`config.mk`:
```
export PLATFORM = sky130hd
export DESIGN_NAME = pointer_event_queue_top
export DESIGN_NICKNAME = d
export VERILOG_FILES = /design/src/design/peq_pkg.sv /design/src/design/pointer_event_queue_top.sv
export SDC_FILE = /design/constraint.sdc
export NUM_CORES = 1
export LEC_CHECK = 0
export BUFFER_PORTS_ARGS = -buffer_cell sky130_fd_sc_hd__buf_2
export CAP_MARGIN = 25
export CORE_MARGIN = 2
export CORE_UTILIZATION = 46
export CTS_BUF_LIST = sky130_fd_sc_hd__clkbuf_8
export DETAILED_ROUTE_END_ITERATION = 16
export RECOVER_POWER = 50
export SLEW_MARGIN = 25
export SYNTH_ARGS = -nofsm -noshare
export SYNTH_HDL_FRONTEND = slang
export SYNTH_SLANG_ARGS = --single-unit
```
`constraint.sdc`:
```
create_clock -name i_clk -period 12.9 [get_ports i_clk]
set_clock_uncertainty 0.15 [all_clocks]
set_input_delay 0.645 -clock i_clk [delete_from_list [all_inputs] [get_ports i_clk]]
set_output_delay 0.645 -clock i_clk [all_outputs]
set_load 0.02 [all_outputs]
```
`src/design/peq_pkg.sv`:
```
// shared types and codes for the pointer event queue
package peq_pkg;

    // operation codes of an input item
    localparam logic OP_TRACK   = 1'b0;
    localparam logic OP_CONSUME = 1'b1;

    // input item
    typedef struct packed {
        logic               operation;
        logic        [7:0]  buttons_in;
        logic signed [15:0] x_in;
        logic signed [15:0] y_in;
        logic               is_relative;
        logic        [31:0] stamp_in;
    } t_in_item;

    // result item
    typedef struct packed {
        logic signed [15:0] x_out;
        logic signed [15:0] y_out;
        logic        [7:0]  buttons_out;
        logic        [31:0] stamp_out;
        logic               available;
    } t_out_item;

endpackage

```
`src/design/pointer_event_queue_top.sv`:
```
// pointer tracker with a ring of button-change snapshots
// an item is taken in every cycle (busy never rises); a consume gives its
// result in the cycle after acceptance, a track gives none
// saturating add and ring update run combinationally from the input into the position and ring registers
// synchronous active-low reset clears position, ring pointers and flags; ring contents stay
module pointer_event_queue_top #(
    parameter int QUEUE_DEPTH = 16,
    parameter int COORD_WIDTH = 16
) (
    input  logic               i_clk,
    input  logic               i_rst_n,
    input  logic               start,
    input  peq_pkg::t_in_item  i_item,
    output logic               busy,
    output logic               o_done,
    output peq_pkg::t_out_item o_result
);
    import peq_pkg::*;

    localparam int IW = (QUEUE_DEPTH > 1) ? $clog2(QUEUE_DEPTH) : 1;
    localparam int SW = ((COORD_WIDTH > 16) ? COORD_WIDTH : 16) + 1;
    localparam logic signed [SW-1:0] C_HI = SW'((64'sd1 <<< (COORD_WIDTH - 1)) - 64'sd1);
    localparam logic signed [SW-1:0] C_LO = SW'(-(64'sd1 <<< (COORD_WIDTH - 1)));
    localparam logic [IW-1:0] LAST_IDX = IW'(QUEUE_DEPTH - 1);

    typedef struct packed {
        logic signed [COORD_WIDTH-1:0] x;
        logic signed [COORD_WIDTH-1:0] y;
        logic        [7:0]             buttons;
        logic        [31:0]            stamp;
    } t_entry;

    // current pointer state and ring control
    t_entry          r_cur;
    t_entry          n_cur;
    logic [IW-1:0]   r_rd, n_rd;
    logic [IW-1:0]   r_wr, n_wr;
    logic            r_full, n_full;
    logic            r_news, n_news;
    logic            r_done;
    t_out_item       r_result;
    t_entry          r_queue [QUEUE_DEPTH];

    logic            w_accept;
    logic            w_track;
    logic            w_consume;
    logic            w_push;
    logic            w_pop;
    logic [IW-1:0]   w_wr_inc;
    logic [IW-1:0]   w_rd_inc;

    // new coordinate: optional relative add, then saturate to the coordinate range
    function automatic logic signed [COORD_WIDTH-1:0] f_coord(
        input logic signed [15:0]            d,
        input logic signed [COORD_WIDTH-1:0] c,
        input logic                          rel
    );
        logic signed [SW-1:0] sum;
        logic signed [SW-1:0] base;
        base = rel ? SW'(c) : '0;
        sum  = SW'(d) + base;
        if (sum > C_HI) begin
            sum = C_HI;
        end else if (sum < C_LO) begin
            sum = C_LO;
        end
        return COORD_WIDTH'(sum);
    endfunction

    // ring index advance with wrap
    function automatic logic [IW-1:0] f_inc(input logic [IW-1:0] i);
        return (i == LAST_IDX) ? '0 : i + 1'b1;
    endfunction

    assign busy      = 1'b0;
    assign w_accept  = start && !busy;
    assign w_track   = w_accept && (i_item.operation == OP_TRACK);
    assign w_consume = w_accept && (i_item.operation == OP_CONSUME);
    assign w_wr_inc  = f_inc(r_wr);
    assign w_rd_inc  = f_inc(r_rd);
    assign w_push    = w_track && !r_full && (r_cur.buttons != i_item.buttons_in);
    assign w_pop     = w_consume && r_news && (r_full || (r_rd != r_wr));

    // next state of position, pointers and flags
    always_comb begin
        n_cur  = r_cur;
        n_rd   = r_rd;
        n_wr   = r_wr;
        n_full = r_full;
        n_news = r_news;
        if (w_track) begin
            n_cur.x       = f_coord(i_item.x_in, r_cur.x, i_item.is_relative);
            n_cur.y       = f_coord(i_item.y_in, r_cur.y, i_item.is_relative);
            n_cur.buttons = i_item.buttons_in;
            n_cur.stamp   = i_item.stamp_in;
            n_news        = 1'b1;
            if (w_push) begin
                n_wr = w_wr_inc;
                if (w_wr_inc == r_rd) begin
                    n_full = 1'b1;
                end
            end
        end else if (w_consume && r_news) begin
            n_full = 1'b0;
            n_news = 1'b0;
            if (w_pop) begin
                n_rd = w_rd_inc;
            end
        end
    end

    // control and position registers
    always_ff @(posedge i_clk) begin
        if (!i_rst_n) begin
            r_cur  <= '0;
            r_rd   <= '0;
            r_wr   <= '0;
            r_full <= 1'b0;
            r_news <= 1'b0;
            r_done <= 1'b0;
        end else begin
            r_cur  <= n_cur;
            r_rd   <= n_rd;
            r_wr   <= n_wr;
            r_full <= n_full;
            r_news <= n_news;
            r_done <= w_consume;
        end
    end

    // snapshot ring write
    always_ff @(posedge i_clk) begin
        if (w_push) begin
            r_queue[r_wr] <= n_cur;
        end
    end

    // result register: oldest snapshot or current state
    always_ff @(posedge i_clk) begin
        if (w_consume) begin
            if (w_pop) begin
                r_result.x_out       <= 16'(r_queue[r_rd].x);
                r_result.y_out       <= 16'(r_queue[r_rd].y);
                r_result.buttons_out <= r_queue[r_rd].buttons;
                r_result.stamp_out   <= r_queue[r_rd].stamp;
            end else begin
                r_result.x_out       <= 16'(r_cur.x);
                r_result.y_out       <= 16'(r_cur.y);
                r_result.buttons_out <= r_cur.buttons;
                r_result.stamp_out   <= r_cur.stamp;
            end
            r_result.available <= r_news;
        end
    end

    assign o_done   = r_done;
    assign o_result = r_result;

endmodule

```
==> results.tsv, run 1 <==
metric	value	unit
outcome	complete, but fails checks	
failed_checks	max-capacitance violations, max-slew violations	
synth_area	52100	um2
hpwl	64820	um
htreeDepth	4	
tightest_slew	4241	ps
powerDensity	143.4	nW/um2
clkTransAtPathRegs	60	ps
clk_latency	860	ps
cp-start-kind	flip-flop	
syn-num-nets	2639	
yosys_warnings	0	
nNetsFinal	2973	
cts_setup_buffers	0	
grt_pass1_wl	180800	um
syn_inst	2523	
ant_nets	0	
dp_cells	4103	
layout_common_cells	1225 x edfxtp_1, 360 x mux4_2, 224 x clkbuf_8	
rsz0062_at_grt	no	
via_per_inst	5.741	
ir_drop	0.00008565	V
seq_area_frac_synth	0.7394	
die_h	340.6	um
slew_headroom	-1.827	
min_period_over_period	0.5458	
worst_slack	5859	ps
routabilityCongestion	0.8057	
wirelength	123300	um
io_pins	152	
fillers	8855	
fmax	0.1420	GHz
leakage	19.04	nW
area_growth	13.01	%
endpoint_kind	flip-flop	
syn_area_per_cell	20.65	um2
hold_class	in2reg	
p_total	8.445	mW
cts_buffers	207	
firstDrtPassIters	7	
synth_edf_count	1225	
final_cells	4540	
slew_violations	608	
final_common_cell	edfxtp_1	
die_w	340.6	um
hold_violations	0	
crit_required	13320	ps
crit_type	reg2reg	
crit_path_max_fanout	65	
final_core_util	0.5241	
drt-wirelength-per-cell	27.16	um
ys.flop_type	edfxtp_1	
clock_sinks	1312	
drive_gt1_frac	0.2804	
cts_tree	done	
drcViolationCount	0	
synthArstFlopShare	0	
vias	26066	
grt_pass1_vias	27465	
setup_viol	0	
antenna_found_initial	2	
grt_max_degree	134	
place_area	54820	um2
ys_types	70	
critPathArrivalTime	7470	ps
port_buffers	150	
tns	0	ps
finalInstanceArea	58880	um2
rows	123	
finalCriticalPeriod	7041	ps
track_usage	0.2147	
clockBufferDepth	3	
dp_slack	7667	ps
cts_root_buf	clkbuf_8	
fin_hold_ws	106.9	ps
maxCapViolations	18	
core_area	112300	um2
drtIter0Drc	2304	
grt-ovfl-total	0	
ys_seq_elements	1312	
start_util	0.4638	
die_area	116000	um2
==> critical path, cell delays in order (launching register included) <==
cell,delay (ps)
dfxtp_1,2010
clkbuf_1,3080
mux4_2,530
mux4_2,500
mux2_1,410
==> synth_stat cells, types with 5 or more instances <==
library cell | n | area, um2
edfxtp_1 | 1225 | 36790
ha_1 | 37 | 462.9
o211ai_1 | 7 | 52.55
a211oi_2 | 13 | 162.7
buf_6 | 6 | 67.56
nor2b_1 | 11 | 68.82
maj3_1 | 9 | 90.09
and2_1 | 32 | 200.2
a211oi_1 | 27 | 202.7
nor2_1 | 79 | 296.5
clkbuf_1 | 84 | 315.3
mux4_2 | 360 | 8108
buf_1 | 5 | 18.77
a21o_1 | 8 | 60.06
and3_1 | 5 | 31.28
buf_2 | 27 | 135.1
buf_4 | 8 | 60.06
nand2b_1 | 7 | 43.79
mux2_2 | 72 | 810.8
inv_1 | 24 | 90.09
a21oi_1 | 90 | 450.4
xnor2_1 | 22 | 192.7
maj3_2 | 21 | 236.5
nor3_1 | 14 | 70.07
o21a_1 | 6 | 45.04
nand2_1 | 138 | 518.0
dfxtp_1 | 87 | 1742
nand3_1 | 14 | 70.07
xor2_1 | 15 | 131.4
o21ai_0 | 12 | 60.06
==> flip-flops by register name, summed over array words and instances (netlist names), named ones only <==
signal / flops
r_news: 1
r_wr: 4
r_full: 1
r_cur: 72
r_rd: 4
o_done: 1
o_result: 73
r_queue: 1152
==> layout make-up <==
cell class | count | area, um2 | area share
flip-flops and latches | 1312 | 38530 | 0.6544
multi-input cells | 1055 | 12920 | 0.2194
clock buffers | 224 | 3083 | 0.05236
well taps | 1500 | 1877 | 0.03187
repair buffers | 256 | 1604 | 0.02724
clock inverters | 167 | 769.5 | 0.01307
inverters | 25 | 95.09 | 0.001615
diodes | 1 | 2.502 | 0.00004250
==> metal layers <==
layer / share of wire / global-route usage
met1: 0.42 / 0.2914
met2: 0.50 / 0.3572
met3: 0.060 / 0.03816
met4: 0.022 / 0.06489
met5: 0 / 0
==> timing repair <==
action / 4_1_cts / 5_1_grt
hold endpoints to repair: 41 / 0
resized for setup: 0 / 0
hold buffers: 43 / 0
==> power by group <==
group | switching [mW] | internal, mW | total, mW
combinational | 0.275 | 0.143 | 0.418
sequential | 0.0213 | 4.75 | 4.77
clock | 1.61 | 1.64 | 3.25
total | 1.91 | 6.54 | 8.45
==> final timing paths <==
path | depth (start not counted) | slack [ps] | end | from
max | 4 | 5860 | o_result[18] | flip-flop
min | 3 | 110 | r_cur[17] | i_item[17]
max reg2reg | 4 | 5860 | o_result[18] | flip-flop
min reg2reg | 0 | 310 | o_result[0] | r_news
==> cell families after synthesis <==
family,synth area share
simple gates,0.02757
buf+inv,0.01335
xor+xnor,0.006220
fa+ha+maj,0.01592
flops,0.7394
compound gates,0.02548
mux,0.1719
other cells,0.00007197
Note: power is estimated with default switching activity, not from simulation.
==> run 2, diff against run 1 <==
==> constraint.sdc (replaced) <==
create_clock -name i_clk -period 6.1 [get_ports i_clk]
set_clock_uncertainty 0.15 [all_clocks]
set_input_delay 0.305 -clock i_clk [delete_from_list [all_inputs] [get_ports i_clk]]
set_output_delay 0.305 -clock i_clk [all_outputs]
set_load 0.02 [all_outputs]
==> results.tsv, run 2 (synthesis gave the netlist of run 1 again) <==
metric	value	unit
grt_max_degree	145	
clock_sinks	1312	
core_area	112300	um2
fmax	0.2078	GHz
cts_setup_buffers	0	
failed_checks	max-capacitance violations, max-slew violations	
endpoint	r_queue[9][26]	
cts_buffers	206	
cts_root_buf	clkbuf_8	
clockBufferDepth	3	
cp-start-kind	flip-flop	
drcViolationCount	0	
critPathBufInv	1	
tns	0	ps
r2r_start	r_cur[38]	
r2r-end	r_queue[9][26]	
grt_pass1_wl	180500	um
start_util	0.4638	
dp_slack	1547	ps
drive_gt1_frac	0.2957	
drtIter0Drc	2128	
path_delay_family	simple AND/OR/NAND/NOR gates	
htreeDepth	4	
track_usage	0.2128	
critical-path-max-stage-delay	1980	ps
crit_chain	xnor2_1 > nand4_1 > o21ai_0 > nor2_1 > nand2_1 > nor2_1 > buf_4	
slew_violations	526	
crit_type	reg2reg	
crit_path_max_fanout	22	
finalCriticalPeriod	4813	ps
die_h	340.6	um
io_pins	152	
powerDensity	305.6	nW/um2
outcome	complete, but fails checks	
fillers	8861	
rrSetupSlack	1290	ps
setup_viol	0	
port_buffers	150	
rows	123	
crit_path_frequent_cell	nor2_1	
maxCapViolations	21	
antenna_found_initial	3	
drt-wirelength-per-cell	27.12	um
area_growth	13.95	%
nNetsFinal	2988	
fin_hold_ws	88.36	ps
worst_path_max_delay_cell	nor2_1	
vias	26411	
clkTransAtPathRegs	60	ps
layout_common_cells	1225 x edfxtp_1, 360 x mux4_2, 221 x clkbuf_8	
leakage	19.16	nW
regMostFlops	r_queue	
ant_nets	0	
grt_pass1_vias	27563	
final_common_cell	edfxtp_1	
cp-startpoint	r_cur[38]	
largest_reg_flops	1152	
worst_slack	1287	ps
via_per_inst	5.803	
cts_tree	done	
hold_class	in2reg	
cp_num_cells	7	
hpwl	64350	um
critPathArrivalTime	5150	ps
hold_violations	0	
die_w	340.6	um
endpoint_kind	flip-flop	
grt-ovfl-total	0	
tightest_slew	3639	ps
ir_drop	0.0001771	V
min_period_over_period	0.7890	
clk_latency	870	ps
r2r.worst_path.cells	7	
routabilityCongestion	0.8088	
firstDrtPassIters	7	
die_area	116000	um2
wirelength	123400	um
slew_headroom	-1.426	
crit_required	6440	ps
rsz0062_at_grt	no	
-- run 2: cell type report --
type	count	area, um2	share of cell area
Inverter	25	95.09	0.001602
Multi-Input combinational cell	1055	13010	0.2191
Sequential cell	1312	38540	0.6491
Antenna cell	1	2.502	0.00004215
Clock buffer	221	3042	0.05123
Timing Repair Buffer	272	1841	0.03100
Clock inverter	165	967.2	0.01629
Tap cell	1500	1877	0.03161
-- run 2: report_power, final --
group	internal (mW)	switching [mW]	total [mW]
Combinational	0.321	0.595	0.916
Sequential	10.0	0.0479	10.1
Clock	3.71	3.42	7.13
-- run 2: timing repair --
item / 4_1_cts / 5_1_grt
hold endpoints to repair: 518 / 0
resized for setup: 0 / 0
endpoints found under the setup margin: 0 / 0
hold buffers: 60 / 0
-- run 2: worst min-delay path by stage --
stage / startpoint / end / slack (ps) / cells past startpoint
floorplan: r_news / o_result[0] / 270 / 0
global placement: r_news / o_result[0] / 290 / 0
detailed placement: r_news / o_result[0] / 310 / 0
CTS: i_item[48] / r_cur[55] / 9 / 5
global route: i_item[29] / r_cur[29] / 90 / 4
finish: i_item[48] / r_cur[55] / 90 / 5
-- run 2: worst reg2reg max path, cell delays in order, from the launching register on --
cell and delay, ps:
dfxtp_1 390, xnor2_1 110, nand4_1 220, o21ai_0 150, nor2_1 480, nand2_1 250
nor2_1 1980, buf_4 680
-- run 2: layer usage --
layer / track usage / vias up / part of all wire
met1: 0.2969 / 14159 / 0.43
met5: 0 / - / 0.00017
met3: 0.03509 / 184 / 0.059
met4: 0.06195 / 4 / 0.019
li1: - / 11144 / -
met2: 0.3486 / 920 / 0.49
-- run 2: stage by stage --
| step | cells | util | total power [mW] | area [um2] |
|---|---|---|---|---|
| after floorplan | 2523 | - | 10.86 | 52120 |
| after global placement | 4100 | 0.4886 | 11.13 | 54890 |
| after detailed placement | 4103 | 0.4890 | 11.17 | 54940 |
| after CTS | 4549 | 0.5301 | 18.32 | 59550 |
| after global routing | 4551 | 0.5285 | 18.79 | 59370 |
| final | 4551 | 0.5285 | 18.14 | 59370 |
==> run 3, diff against run 2 <==
--- a/config.mk
+++ b/config.mk
@@ -5,6 +5,7 @@
 export SDC_FILE = /design/constraint.sdc
 export NUM_CORES = 1
 export LEC_CHECK = 0
+export ABC_AREA = 1
 export BUFFER_PORTS_ARGS = -buffer_cell sky130_fd_sc_hd__buf_2
 export CAP_MARGIN = 25
 export CORE_MARGIN = 2
==> constraint.sdc (replaced) <==
create_clock -name i_clk -period 4.96 [get_ports i_clk]
set_clock_uncertainty 0.15 [all_clocks]
set_input_delay 0.248 -clock i_clk [delete_from_list [all_inputs] [get_ports i_clk]]
set_output_delay 0.248 -clock i_clk [all_outputs]
set_load 0.02 [all_outputs]
==> results.tsv, run 3 <==
metric	value	unit
yosys-top-cells-area	edfxtp_1 69%, o21ai_0 6.0%, nor2_1 5.7%	
grt_max_degree	267	
htreeDepth	4	
core_area	114500	um2
grt_pass1_vias	34075	
start_util	0.4649	
syn_inst	4267	
synth_top_area_cell	edfxtp_1	
maxCapViolations	11	
finalCriticalPeriod	4164	ps
drtIter0Drc	3673	
final_common_cell	edfxtp_1	
rsz0062_at_grt	no	
dp_slack	1170	ps
largest_reg_flops	1152	
syn_area_per_cell	12.47	um2
grt_pass1_wl	218000	um
vias	35805	
seq_area_frac_synth	0.7238	
tightest_slew	2643	ps
muxShareOfSynthArea	0	
die_h	344.2	um
crit_path_max_fanout	19	
synthAdderAreaFrac	0.009450	
clk_latency	880	ps
firstDrtPassIters	5	
crit_chain	xor2_1 > nor2_1 > nand4_1 > nand2_1 > nor2_1 > nand2_1 > nor2_1 > clkbuf_1	
slew_headroom	-0.7617	
cts_tree	done	
regMostFlops	r_queue	
drcViolationCount	0	
crit_required	5260	ps
cp-start-kind	flip-flop	
crit_type	reg2reg	
track_usage	0.2497	
worst_path_max_delay_cell	clkbuf_1	
grt.busiest_layer	met2	
syn-num-nets	4383	
tns	0	ps
antenna_found_initial	6	
cts_root_buf	clkbuf_8	
cts_setup_buffers	0	
slew_violations	610	
critPathArrivalTime	4460	ps
ys_seq_elements	1312	
finalInstanceArea	60340	um2
use_met3	0.05115	
hold_class	in2reg	
port_buffers	150	
leakage	21.62	nW
place_area	55670	um2
layout_common_cells	1225 x edfxtp_1, 800 x nor2_1, 650 x o21ai_0	
critical-path-max-stage-delay	1500	ps
endpoint_kind	flip-flop	
synth_area	53230	um2
synth.most_common_cell	edfxtp_1	
min_period_over_period	0.8395	
drive_gt1_frac	0.1105	
ir_drop	0.0003108	V
clkTransAtPathRegs	60	ps
synth_compound_area_frac	0.1233	
via_per_inst	5.761	
wirelength	150000	um
rows	124	
routabilityCongestion	0.8509	
hold_violations	0	
yosys_warnings	0	
hpwl	75020	um
powerDensity	375.2	nW/um2
grt_util_met2	0.3888	
worst_slack	796.3	ps
ant_nets	0	
io_pins	152	
setup_viol	0	
area_growth	13.36	%
path_delay_family	simple AND/OR/NAND/NOR gates	
synth_edf_count	1225	
crit_path_frequent_cell	nor2_1	
die_w	344.2	um
cts_buffers	203	
clockBufferDepth	3	
grt-ovfl-total	0	
synthArstFlopShare	0	
fmax	0.2402	GHz
outcome	complete, but fails checks	
grtUsageMet1	0.3559	
critPathBufInv	1	
synth-xor-area-share	0.005266	
clock_sinks	1312	
die_area	118400	um2
nNetsFinal	4633	
failed_checks	max-capacitance violations, max-slew violations	
ys.flop_type	edfxtp_1	
synth.top_cell.area_share	0.6911	
fillers	9796	
yosys.area_share.simple	0.09995	
drt-wirelength-per-cell	24.14	um
synth_top_family_by_area	compound AO/OA/AOI/OAI gates	
ys_top_cells_by_count	1225 x edfxtp_1, 812 x nor2_1, 643 x o21ai_0, 294 x nand2_1, 224 x o221ai_1	
ys_types	44	
-- run 3: worst paths after layout --
check	from	endpoint	slack, ps	depth (start not counted)
hold / removal	i_item[36]	r_cur[44]	60	9
hold reg to reg	r_news	o_result[0]	300	0
setup / recovery	r_cur[33]	r_queue[13][31]	800	8
setup reg to reg	r_cur[33]	r_queue[13][31]	800	8
-- run 3: kinds of logic after synthesis --
family	count (synthesis)
and+or+nand+nor	1316
xor gates and xnor gates	32
other	1
DFF	1312
AOI/OAI and AO/OA	1087
adders and majority gates	39
buffers and inverters	480
-- run 3: what timing repair did --
item                                   CTS  global route
endpoints found under the hold margin  692             0
resized for setup                        0             0
hold buffers                            90             0
-- run 3: routing by layer --
layer,wire length [um],share of wire
met4,3388,0.023
met3,13300,0.089
met2,68980,0.46
met5,11,0.000073
met1,64360,0.43
-- run 3: power breakdown --
part,switching (mW),total [mW],internal [mW]
clock network,4.20,8.68,4.48
registers,0.0801,12.5,12.4
logic,1.04,1.44,0.397
-- run 3: worst reg2reg max path: stages (launching register included) --
cell and delay (ps):
dfxtp_1 360, xor2_1 200, nor2_1 100, nand4_1 280, nand2_1 130, nor2_1 430
nand2_1 280, nor2_1 290, clkbuf_1 1500
-- run 3: per-stage QoR --
stage	power (mW)	hold slack (ps)	instances	utilization
3_5_place_dp	14.13	289.0	5734	0.4862
4_1_cts	22.78	0.8862	6209	0.5286
6_report	22.64	55.72	6215	0.5270
3_3_place_gp	14.11	294.5	5734	0.4862
5_1_grt	23.41	56.22	6214	0.5269
2_1_floorplan	13.61	221.0	4267	-
-- run 3: final cells by class --
cell class              instances  area [um2]  share of cell area
diodes                          6       15.01           0.0002488
clock buffers                 228        3138             0.05201
clock inverters               157       814.5             0.01350
inverters                     198       770.7             0.01277
multi-input cells            2475       12760              0.2114
flip-flops and latches       1312       38540              0.6387
well taps                    1512        1892             0.03135
repair buffers                327        2410             0.03994
